`config.mk`:
```
export PLATFORM = sky130hd
export DESIGN_NAME = hsv_to_rgb_led_unit_flat
export DESIGN_NICKNAME = d
export VERILOG_FILES = /design/src/rtl/core/hsvrgb_pkg.sv /design/src/rtl/core/hsvrgb_ifs.sv /design/src/rtl/core/hsvrgb_split.sv /design/src/rtl/core/hsvrgb_level.sv /design/src/rtl/core/hsv_to_rgb_led_unit.sv /design/src/flat_wrapper.sv
export SDC_FILE = /design/constraint.sdc
export NUM_CORES = 2
export LEC_CHECK = 0
export ABC_AREA = 0
export BUFFER_PORTS_ARGS = -buffer_cell sky130_fd_sc_hd__buf_2
export CORE_MARGIN = 5
export CORE_UTILIZATION = 35
export CTS_CLUSTER_SIZE = 16
export DETAILED_ROUTE_END_ITERATION = 10
export GPL_TIMING_DRIVEN = 0
export PLACE_DENSITY = 0.52
export SETUP_SLACK_MARGIN = 0.05
export SYNTH_ARGS = -nofsm -noshare
export SYNTH_HDL_FRONTEND = slang
export SYNTH_SLANG_ARGS = --single-unit
```
`constraint.sdc`:
```
create_clock -name clk -period 11 [get_ports clk]
set_input_delay 0 -clock clk [delete_from_list [all_inputs] [get_ports clk]]
set_output_delay 0 -clock clk [all_outputs]
set_load 0.03 [all_outputs]
```
`src/rtl/core/hsvrgb_pkg.sv`:
```
// ----------------------------------------------------------------------------
// HSV to RGB LED converter package
// Shared constants, types and sector codes for the conversion pipeline.
// ----------------------------------------------------------------------------
`default_nettype none

package hsvrgb_pkg;

  // Hue units in one 60-degree sector (degrees times 64).
  localparam int unsigned SectorUnits = 3840;
  // Full scale of saturation and value.
  localparam int unsigned FullScale   = 255;
  // Highest sector number that a 15-bit hue can reach.
  localparam int unsigned MaxSector   = 8;

  // Denominator of every helper level: 255 * 3840.
  localparam logic [19:0] LevelDen = 20'(FullScale * SectorUnits);
  // The denominator splits into 256 * 3825; the 256 is a plain shift.
  localparam int unsigned DivShift  = 8;
  localparam int unsigned LevelDiv  = (FullScale * SectorUnits) / 256;
  // Reciprocal of 3825 scaled by 2^24, rounded down.
  localparam int unsigned RecipShift = 24;
  localparam int unsigned LevelRecip = (2 ** RecipShift) / LevelDiv;

  // Sector codes; every code above the magenta sector uses its ordering.
  localparam logic [3:0] SecRed     = 4'd0;
  localparam logic [3:0] SecYellow  = 4'd1;
  localparam logic [3:0] SecGreen   = 4'd2;
  localparam logic [3:0] SecCyan    = 4'd3;
  localparam logic [3:0] SecBlue    = 4'd4;
  localparam logic [3:0] SecMagenta = 4'd5;

  typedef logic [3:0]  sector_t;
  typedef logic [11:0] frac_t;   // position inside a sector, 0..3839
  typedef logic [12:0] fpart_t;  // fraction operand of a level, 0..3840
  typedef logic [7:0]  level_t;

  // Side information that travels alongside the level lanes.
  typedef struct packed {
    logic [9:0] idx;
    logic       grey;
    level_t     v;
    sector_t    sector;
  } ctrl_t;

endpackage

`default_nettype wire

```
`src/rtl/core/hsvrgb_ifs.sv`:
```
// ----------------------------------------------------------------------------
// HSV to RGB LED converter channels
// Valid/ready channels for the HSV input words and the RGB result words.
// ----------------------------------------------------------------------------
`default_nettype none

interface hsvrgb_in_if;
  logic        valid;
  logic        ready;
  logic [9:0]  led_index;
  logic [14:0] hue;
  logic [7:0]  saturation;
  logic [7:0]  value;

  modport source (output valid, output led_index, output hue,
                  output saturation, output value, input ready);
  modport sink   (input valid, input led_index, input hue,
                  input saturation, input value, output ready);
endinterface

interface hsvrgb_out_if;
  logic       valid;
  logic       ready;
  logic [9:0] led_out_index;
  logic [7:0] red;
  logic [7:0] green;
  logic [7:0] blue;

  modport source (output valid, output led_out_index, output red,
                  output green, output blue, input ready);
  modport sink   (input valid, input led_out_index, input red,
                  input green, input blue, output ready);
endinterface

`default_nettype wire

```
`src/rtl/core/hsvrgb_split.sv`:
```
// ----------------------------------------------------------------------------
// HSV to RGB LED converter, sector split stage
// Splits the hue into a sector number and an offset inside the sector, and
// registers them with the rest of the word.
// ----------------------------------------------------------------------------
`default_nettype none

module hsvrgb_split import hsvrgb_pkg::*; (
  input  logic        clk,
  input  logic        en,
  input  logic [9:0]  led_index,
  input  logic [14:0] hue,
  input  logic [7:0]  saturation,
  input  logic [7:0]  value,
  output ctrl_t       ctrl,
  output logic [7:0]  sat,
  output frac_t       frac
);

  sector_t     sector_w;
  logic [14:0] base_w;
  frac_t       frac_w;

  // Compare against every sector boundary in parallel; the highest one passed wins.
  always_comb begin
    sector_w = '0;
    base_w   = '0;
    for (int k = 1; k <= MaxSector; k++) begin
      if (hue >= 15'(k * SectorUnits)) begin
        sector_w = 4'(k);
        base_w   = 15'(k * SectorUnits);
      end
    end
    frac_w = 12'(hue - base_w);
  end

  // Stage register.
  always_ff @(posedge clk) begin
    if (en) begin
      ctrl.idx    <= led_index;
      ctrl.grey   <= (saturation == 8'd0);
      ctrl.v      <= value;
      ctrl.sector <= sector_w;
      sat         <= saturation;
      frac        <= frac_w;
    end
  end

endmodule

`default_nettype wire

```
`src/rtl/core/hsvrgb_level.sv`:
```
// ----------------------------------------------------------------------------
// HSV to RGB LED converter, helper level lane
// Four-stage lane that computes floor(v * (979200 - s * f) / 979200).
// The division is a shift by 256 followed by a reciprocal multiply by 1/3825
// with one correction step.
// ----------------------------------------------------------------------------
`default_nettype none

module hsvrgb_level import hsvrgb_pkg::*; (
  input  logic       clk,
  input  logic [3:0] en,
  input  logic [7:0] s,
  input  level_t     v,
  input  fpart_t     fpart,
  output level_t     level
);

  logic [19:0] prod_w;
  logic [19:0] prod_a;
  level_t      v_a;
  logic [19:0] diff_w;
  logic [27:0] num_w;
  logic [19:0] y_b;
  logic [31:0] recip_w;
  logic [19:0] y_c;
  level_t      est_c;
  logic [19:0] back_w;
  logic [19:0] rem_w;

  // Stage A: saturation times the fraction operand.
  assign prod_w = 20'({13'd0, s} * {8'd0, fpart});

  always_ff @(posedge clk) begin
    if (en[0]) begin
      prod_a <= prod_w;
      v_a    <= v;
    end
  end

  // Stage B: value times the remaining weight, pre-divided by 256.
  assign diff_w = LevelDen - prod_a;
  assign num_w  = {20'd0, v_a} * {8'd0, diff_w};

  always_ff @(posedge clk) begin
    if (en[1]) begin
      y_b <= num_w[27:DivShift];
    end
  end

  // Stage C: quotient estimate by reciprocal multiply, never too high.
  assign recip_w = {12'd0, y_b} * 32'(LevelRecip);

  always_ff @(posedge clk) begin
    if (en[2]) begin
      y_c   <= y_b;
      est_c <= recip_w[RecipShift +: 8];
    end
  end

  // Stage D: the estimate is at most one short; fix it from the remainder.
  assign back_w = {12'd0, est_c} * 20'(LevelDiv);
  assign rem_w  = y_c - back_w;

  always_ff @(posedge clk) begin
    if (en[3]) begin
      level <= (rem_w >= 20'(LevelDiv)) ? est_c + 8'd1 : est_c;
    end
  end

endmodule

`default_nettype wire

```
`src/rtl/core/hsv_to_rgb_led_unit.sv`:
```
// ----------------------------------------------------------------------------
// HSV to RGB LED converter
// Top level: sector split, three helper level lanes, sector ordering and the
// output register, with valid bits and per-stage stall control.
// ----------------------------------------------------------------------------
// Takes one HSV word per clock while hsv.ready is high and returns one RGB word
// per input word, in order, with the LED index carried through. The pipeline
// is six register stages deep. Each stage holds its word only while the stage
// after it is full and stalled, so bubbles close up under backpressure and the
// input keeps taking words while any stage ahead of it is empty. Saturation
// zero gives grey; hues of 360 degrees and above use the magenta sector
// ordering.
// ----------------------------------------------------------------------------
`default_nettype none

module hsv_to_rgb_led_unit import hsvrgb_pkg::*; (
  input  logic          clk,
  input  logic          rst,
  hsvrgb_in_if.sink     hsv,
  hsvrgb_out_if.source  rgb
);

  localparam int unsigned Stages = 6;

  logic [Stages-1:0] vld;
  logic [Stages-1:0] en;

  ctrl_t       ctrl0;
  logic [7:0]  sat0;
  frac_t       frac0;
  ctrl_t       ctrl_q [1:4];
  level_t      lvl_p;
  level_t      lvl_q;
  level_t      lvl_t;
  fpart_t      fp_p;
  fpart_t      fp_q;
  fpart_t      fp_t;
  level_t      red_w;
  level_t      green_w;
  level_t      blue_w;
  logic [9:0]  idx_out;
  level_t      red_out;
  level_t      green_out;
  level_t      blue_out;

  // A stage may load when it is empty or when its word moves on.
  always_comb begin
    en[Stages-1] = !vld[Stages-1] || rgb.ready;
    for (int i = Stages - 2; i >= 0; i--) begin
      en[i] = !vld[i] || en[i+1];
    end
  end

  assign hsv.ready = en[0];

  // Valid bits travel with the data.
  always_ff @(posedge clk) begin
    if (rst) begin
      vld <= '0;
    end else begin
      if (en[0]) begin
        vld[0] <= hsv.valid;
      end
      for (int i = 1; i < Stages; i++) begin
        if (en[i]) begin
          vld[i] <= vld[i-1];
        end
      end
    end
  end

  // Stage 1: sector split.
  hsvrgb_split u_split (
    .clk        (clk),
    .en         (en[0]),
    .led_index  (hsv.led_index),
    .hue        (hsv.hue),
    .saturation (hsv.saturation),
    .value      (hsv.value),
    .ctrl       (ctrl0),
    .sat        (sat0),
    .frac       (frac0)
  );

  // Fraction operands of the three levels: Q uses the offset, T its
  // complement, and P a full sector, which reduces to v * (255 - s) / 255.
  assign fp_q = {1'b0, frac0};
  assign fp_t = 13'(SectorUnits) - {1'b0, frac0};
  assign fp_p = 13'(SectorUnits);

  // Stages 2 to 5: the three level lanes.
  hsvrgb_level u_level_p (
    .clk   (clk),
    .en    (en[4:1]),
    .s     (sat0),
    .v     (ctrl0.v),
    .fpart (fp_p),
    .level (lvl_p)
  );

  hsvrgb_level u_level_q (
    .clk   (clk),
    .en    (en[4:1]),
    .s     (sat0),
    .v     (ctrl0.v),
    .fpart (fp_q),
    .level (lvl_q)
  );

  hsvrgb_level u_level_t (
    .clk   (clk),
    .en    (en[4:1]),
    .s     (sat0),
    .v     (ctrl0.v),
    .fpart (fp_t),
    .level (lvl_t)
  );

  // Side information follows the lanes stage by stage.
  always_ff @(posedge clk) begin
    if (en[1]) begin
      ctrl_q[1] <= ctrl0;
    end
    for (int i = 2; i <= 4; i++) begin
      if (en[i]) begin
        ctrl_q[i] <= ctrl_q[i-1];
      end
    end
  end

  // Order the levels by sector; grey overrides everything.
  always_comb begin
    case (ctrl_q[4].sector)
      SecRed: begin
        red_w = ctrl_q[4].v; green_w = lvl_t; blue_w = lvl_p;
      end
      SecYellow: begin
        red_w = lvl_q; green_w = ctrl_q[4].v; blue_w = lvl_p;
      end
      SecGreen: begin
        red_w = lvl_p; green_w = ctrl_q[4].v; blue_w = lvl_t;
      end
      SecCyan: begin
        red_w = lvl_p; green_w = lvl_q; blue_w = ctrl_q[4].v;
      end
      SecBlue: begin
        red_w = lvl_t; green_w = lvl_p; blue_w = ctrl_q[4].v;
      end
      default: begin
        red_w = ctrl_q[4].v; green_w = lvl_p; blue_w = lvl_q;
      end
    endcase
    if (ctrl_q[4].grey) begin
      red_w   = ctrl_q[4].v;
      green_w = ctrl_q[4].v;
      blue_w  = ctrl_q[4].v;
    end
  end

  // Stage 6: output register.
  always_ff @(posedge clk) begin
    if (en[5]) begin
      idx_out   <= ctrl_q[4].idx;
      red_out   <= red_w;
      green_out <= green_w;
      blue_out  <= blue_w;
    end
  end

  assign rgb.valid         = vld[Stages-1];
  assign rgb.led_out_index = idx_out;
  assign rgb.red           = red_out;
  assign rgb.green         = green_out;
  assign rgb.blue          = blue_out;

endmodule

`default_nettype wire

```
`src/flat_wrapper.sv`:
```
// flat-port wrapper written by rule: the top's interface ports become plain ports
module hsv_to_rgb_led_unit_flat import hsvrgb_pkg::*;
  (clk, rst, hsv_valid, hsv_led_index, hsv_hue, hsv_saturation, hsv_value, hsv_ready, rgb_valid, rgb_led_out_index, rgb_red, rgb_green, rgb_blue, rgb_ready);
  hsvrgb_in_if hsv_i ();
  hsvrgb_out_if rgb_i ();
  input  logic clk;
  input  logic rst;
  input wire logic [$bits(hsv_i.valid)-1:0] hsv_valid;
  input wire logic [$bits(hsv_i.led_index)-1:0] hsv_led_index;
  input wire logic [$bits(hsv_i.hue)-1:0] hsv_hue;
  input wire logic [$bits(hsv_i.saturation)-1:0] hsv_saturation;
  input wire logic [$bits(hsv_i.value)-1:0] hsv_value;
  output wire logic [$bits(hsv_i.ready)-1:0] hsv_ready;
  output wire logic [$bits(rgb_i.valid)-1:0] rgb_valid;
  output wire logic [$bits(rgb_i.led_out_index)-1:0] rgb_led_out_index;
  output wire logic [$bits(rgb_i.red)-1:0] rgb_red;
  output wire logic [$bits(rgb_i.green)-1:0] rgb_green;
  output wire logic [$bits(rgb_i.blue)-1:0] rgb_blue;
  input wire logic [$bits(rgb_i.ready)-1:0] rgb_ready;
  assign hsv_i.valid = hsv_valid;
  assign hsv_i.led_index = hsv_led_index;
  assign hsv_i.hue = hsv_hue;
  assign hsv_i.saturation = hsv_saturation;
  assign hsv_i.value = hsv_value;
  assign hsv_ready = hsv_i.ready;
  assign rgb_valid = rgb_i.valid;
  assign rgb_led_out_index = rgb_i.led_out_index;
  assign rgb_red = rgb_i.red;
  assign rgb_green = rgb_i.green;
  assign rgb_blue = rgb_i.blue;
  assign rgb_i.ready = rgb_ready;
  hsv_to_rgb_led_unit u_core (.clk(clk), .rst(rst), .hsv(hsv_i), .rgb(rgb_i));
endmodule
```
== Yosys cells after proc, flatten, opt, wreduce, memory -nomap -nowiden ==
Memory sizes are Yosys's and may differ from the RTL's.
Cells that the tools add are included.

* Word-level logic and storage cells: 121
* RAM bits: 92
* Memories: 1
* Bits of input ports: 45
* Flip-flop bits (word level): 311
* Output and inout bits: 36

{| class="wikitable"
|+ Memory list
! memory !! depth !! bits a word !! read ports !! clocked after memory_dff !! write ports !! line !! RTL
|-
| u_core.ctrl_q || 4 || 23 || 4 || 0 || 4 || hsv_to_rgb_led_unit.sv:31 || <nowiki>ctrl_t ctrl_q [1:4];</nowiki>
|}

* Reduce and logical (&&, ||, !) cells: 18
* Equal/unequal tests: 4
* Muxes and demuxes: 32
* $lt $le $gt $ge: 11
* Multiply operators: 12
* Add/subtract/negate cells: 11

{| class="wikitable"
|+ Operators with widths
! kind !! number
|-
| 2-to-1 mux 12 bit || 8
|-
| multiplier 20 x 12 -> 31 bit, second input constant || 3
|-
| multiplier 8 x 20 -> 28 bit || 3
|-
| case mux 8 bit (3 select lines) || 3
|-
| >= comparator 15 bit, second input constant || 4
|-
| >= comparator 20 x 12 -> 1 bit, second input constant || 3
|-
| multiplier 8 x 12 -> 20 bit, second input constant || 3
|-
| subtractor 20 bit || 3
|-
| subtractor 20 bit, first input constant || 3
|-
| 2-to-1 mux 8 bit || 6
|-
| >= comparator 15 x 14 -> 1 bit, second input constant || 2
|-
| adder 8 x 1 -> 8 bit, second input constant || 3
|-
| 2-to-1 mux 4 bit || 6
|-
| multiplier 8 x 12 -> 20 bit || 1
|-
| multiplier 8 x 13 -> 20 bit || 1
|-
| >= comparator 15 x 12 -> 1 bit, second input constant || 1
|-
| >= comparator 15 x 13 -> 1 bit, second input constant || 1
|-
| subtractor 12 x 12 -> 13 bit, first input constant || 1
|-
| multiplier 8 x 4 -> 12 bit, second input constant || 1
|-
| subtractor 12 bit || 1
|-
| 2-to-1 mux 1 bit || 9
|-
| == test 4 x 2 -> 1 bit, second input constant || 2
|-
| zero test 8 bit || 1
|-
| OR reduction 2 bit || 4
|-
| other kinds (5) || 15
|}

== Logic depth before layout (Yosys ltp) ==
* Depth after elaboration: 10
* Gate-level depth with buffers: 25

== Cells and area by module ==
From an unflattened synthesis, not the netlist that was laid out.

* Cells, all modules: 5,228
* Area, all modules: 53,884.2 um^2

{| class="wikitable"
|+ Modules (own cells, without submodules)
! module !! cells an instance !! sequential area each (um^2) !! times used !! area an instance (um^2)
|-
| hsvrgb_level at u_core.u_level_p || 1,625 || 2,522.4 || 1 || 15,792.6
|-
| hsvrgb_level at u_core.u_level_q || 1,608 || 2,522.4 || 1 || 15,715.1
|-
| hsvrgb_level at u_core.u_level_t || 1,597 || 2,522.4 || 1 || 15,681.3
|-
| hsv_to_rgb_led_unit || 300 || 3,903.7 || 1 || 5,053.6
|-
| hsvrgb_split || 98 || 1,291.2 || 1 || 1,641.6
|}

== Worst setup path after synthesis ==
OpenSTA, ideal clock, no wires.

* Path kind: register to register
* Start: register u_core.u_level_t.prod_a[2]
* End: register u_core.u_level_t.y_b[18] (data pin)
* Period minus slack after synthesis: 6,386 ps
* Library setup time: 258 ps
* Cell stages (with the launch flop): 24
* Slack: 4,614 ps
* Arrival time: 6,129 ps
* Cell sequence: edfxtp_1 > or4_1 > nor3_1 > nand2_1 > and2_1 > or4_1 > xor2_1 > nor2b_1 > fa_1 > fa_1 > fa_1 > inv_1 > fa_1 > inv_1 > ha_1 > a21o_1 > a21oi_1 > o21bai_1 > a2111oi_0 > o21ai_0 > a21oi_1 > o31ai_1 > a21oi_1 > xnor2_1

* Cells in the longest elaborated chain, start to end: 2

{| class="wikitable"
|+ RTL lines
! what !! line !! RTL
|-
| start: declaration || hsvrgb_level.sv:19 || <nowiki>logic [19:0] prod_a;</nowiki>
|-
| start signal: assignment || hsvrgb_level.sv:35 || <nowiki>prod_a <= prod_w;</nowiki>
|-
| subtractor 20 bit || hsvrgb_level.sv:41 || <nowiki>assign diff_w = LevelDen - prod_a;</nowiki>
|-
| multiplier 8 x 20 -> 28 bit || hsvrgb_level.sv:42 || <nowiki>assign num_w = {20'd0, v_a} * {8'd0, diff_w};</nowiki>
|-
| net u_core.u_level_t.num_w[26] || hsvrgb_level.sv:22 || <nowiki>logic [27:0] num_w;</nowiki>
|-
| end signal: assignment || hsvrgb_level.sv:46 || <nowiki>y_b <= num_w[27:DivShift];</nowiki>
|-
| end: declaration || hsvrgb_level.sv:23 || <nowiki>logic [19:0] y_b;</nowiki>
|}

The timed path passes the listed nets, and every way through them passes these cells.
A chain may end at the register's enable or synchronous reset.

== Worst setup path after layout ==
* Start: register u_core.u_level_t.prod_a[0]
* End: register u_core.u_level_t.y_b[19] (data pin)

Same word-level chain as after synthesis.

==> flow_metrics.tcl <==
set metrics [dict create \
    ys_ff_latch 394 \
    die_y_um 381 \
    grt_max_degree 96 \
    final_layout_size_suffix_gt1_frac 0.0402 \
    cts_buffer_depth 3 \
    critPathCaptureType "flip-flop" \
    cp_max_fo 10 \
    post-route-period-util 0.679 \
    port_buffers 77 \
    synthToLayoutAreaGrowth_pct 10.3 \
    relSlewSlack 0.288 \
    grt_setup_unrepaired "no" \
    clock_latency_ns 0.66 \
    nets 6214 \
    numCtsBuffers 47 \
    synth_edf_count 388 \
    start_kind "flip-flop" \
    io_pins 81 \
    ys_seq_area_frac 0.245 \
    setup_violations 0 \
    synth_cell_types 80 \
    place_congestion 0.843 \
    clock_sinks 394 \
    synth_ff_type "edfxtp_1" \
    fmax_mhz 134 \
    ys_async_sr_fraction 0 \
    holdCritStartpoint "hsv_led_index[9]" \
    dp_cells 6587 \
    synth.avg_cell_area_um2 10.2 \
    cts_tree "yes" \
    grt_pass1_vias 33700 \
    clock-root-buffer "clkbuf_16" \
    gr-total-overflow 0 \
    grt_pass1_wl_um 185000 \
    yosys_warnings 0 \
    dieArea_um2 145000 \
    post_cts_resized 0 \
    synth_nets 6031 \
    rows 136 \
    finClkSkew_ns 0.0456 \
    r2r_slack_ns 3.53 \
    finalWirelength_um 114000 \
    cts.htree.levels 2 \
    start_util 0.351 \
    place_ws_ns 3.43 \
    status "complete, no violations" \
    totalNegativeSetupSlack_ns 0 \
    final_cells 6730 \
    setup_slack_ns 3.53 \
    fill_cells 13600 \
    startpoint "u_core.u_level_t.prod_a[0]" \
    cts_setup_buffers 0 \
    required_ns 11.39 \
    finalHoldViolCount 0 \
    synth_cells 4709 \
    drt_pass1_iterations 5 \
    vias 32100 \
    die_w_um 381 \
    min-delay-path-class "in2reg" \
    dp_hpwl_um 92200 \
    clk_pin_slew_ns 0.06 \
    drc 0 \
    arrival_ns 7.86 \
    syn_area_um2 48100 \
    grt_antenna_before_repair 2 \
    track_usage 0.160 \
    postRouteAntennaNets 0 \
    core_area_um2 137000 \
    cap_violations 0 \
    r2r-start "u_core.u_level_t.prod_a[0]" \
    wl_per_cell_um 16.9 \
    period_needed_ns 7.47 \
    drt_iter0_markers 1479 \
    drt-vias-per-instance 4.77 \
    path_class "reg2reg" \
    tightest_slew_ns 1.06 \
    slew_viol_final 0 \
]
metal layers:
layer / GRT usage / vias up / part of all wire
met1: 0.220 / 15800 / 0.47
met3: 0.0264 / 125 / 0.044
li1: - / 15600 / -
met4: 0.0392 / 0 / 0.024
met5: 0 / - / 0
met2: 0.266 / 499 / 0.47
worst paths after layout:
kind,end,cells past startpoint
worst min register to register,u_core.u_level_p.v_a[4],0
worst max register to register,u_core.u_level_t.y_b[19],23
worst min-delay path,u_core.u_split.ctrl[22],2
worst max-delay path,u_core.u_level_t.y_b[19],23
state kept, by name, summed over array words and instances, names as in the netlist, 19 cells and up:
name	flops
u_core.u_level_p.y_c	20
u_core.u_level_t.y_b	20
u_core.u_level_p.y_b	20
u_core.u_level_t.prod_a	20
u_core.u_level_q.prod_a	19
u_core.u_level_q.y_c	20
u_core.ctrl_q	85
u_core.u_split.ctrl	23
u_core.u_level_t.y_c	20
u_core.u_level_q.y_b	20
cell usage after synthesis (all sizes together), types with 10 or more instances:
cell / n / area [um^2]
and3: 22 / 139
xnor2: 156 / 1370
o21ai: 101 / 513
o21a: 15 / 113
mux2i: 16 / 160
edfxtp: 388 / 11700
nand3: 54 / 270
clkbuf: 98 / 369
a21o: 35 / 263
nand2b: 36 / 225
nor3: 43 / 215
or4: 11 / 90.1
a31oi: 33 / 206
a21oi: 137 / 686
or3: 28 / 175
o211ai: 24 / 180
fa: 605 / 12100
nor2b: 103 / 644
and2: 314 / 1960
nand4: 15 / 93.8
inv: 998 / 3750
xor2: 67 / 587
a211oi: 42 / 315
o21bai: 18 / 135
nor2: 169 / 634
ha: 672 / 8410
a22oi: 10 / 75.1
a2111oi: 11 / 118
nand2: 334 / 1260
cell usage in the layout, fill, tap and decap left out, types with 21 or more instances in the layout:
cell type	count
a21oi_1	137
clkbuf_1	99
nor3_1	43
inv_1	996
dlygate4sd3_1	50
o211ai_1	24
o21ai_0	96
nand2b_1	36
a211oi_1	42
buf_2	79
a31oi_1	33
xor2_1	67
a21o_1	35
nor2b_1	103
and3_1	21
nor2_1	169
xnor2_1	156
ha_1	672
clkbuf_16	47
or3_1	28
edfxtp_1	388
nand2_1	331
fa_1	605
and2_1	314
nand3_1	53
critical path, cell delays in order (launching register included):
cell and delay [ns]:
edfxtp_1 0.50, clkbuf_1 0.34, inv_1 0.20, ha_1 0.25
nand2_1 0.10, and2_1 0.19, or4_1 0.47, and3_1 0.23
xnor2_1 0.82, nor2b_1 0.16, fa_1 0.54, fa_1 0.52
fa_1 0.49, inv_1 0.05, fa_1 0.47, inv_1 0.04
ha_1 0.34, and4_1 0.20, nand2_1 0.07, o21ai_0 0.37
nand2_1 0.17, o311ai_0 0.39, o211ai_1 0.17, xnor2_1 0.15
cells by family after synthesis:
kind of cell | count (synthesis) | synth area share
simple gates | 1181 | 0.127
xor+xnor | 223 | 0.0406
mux | 19 | 0.00411
fa+ha+maj | 1277 | 0.427
compound gates | 515 | 0.0707
flops | 394 | 0.245
buf+inv | 1100 | 0.0859
final cells by class:
type	instances	area, um^2	share of cell area
multi-input combinational	3215	32200	0.607
sequential	394	11800	0.222
inverter	998	3750	0.0707
tap	1794	2240	0.0423
clock buffer	49	1180	0.0223
timing repair buffer	134	1030	0.0193
clock inverter	36	458	0.00863
buffer	102	387	0.00729
antenna	8	20.0	0.000377
what timing repair did:
item | CTS | global route
hold buffers | 50 | 0
endpoints found under the hold margin | 49 | 0
setup endpoints to repair | 0 | 0
stage by stage:
stage	instance area (um^2)	hold WS [ns]	utilization
finish	53100	0.0627	0.387
global route	53000	0.0273	0.387
CTS	53000	0.0151	0.387
detailed placement	50900	0.179	0.372
global placement	50700	0.178	0.370
floorplan	48100	0.0691	-
Power is left out: the tool's default activity adds up to more than one toggle a clock period on the data nets, which glitch-free logic cannot reach.
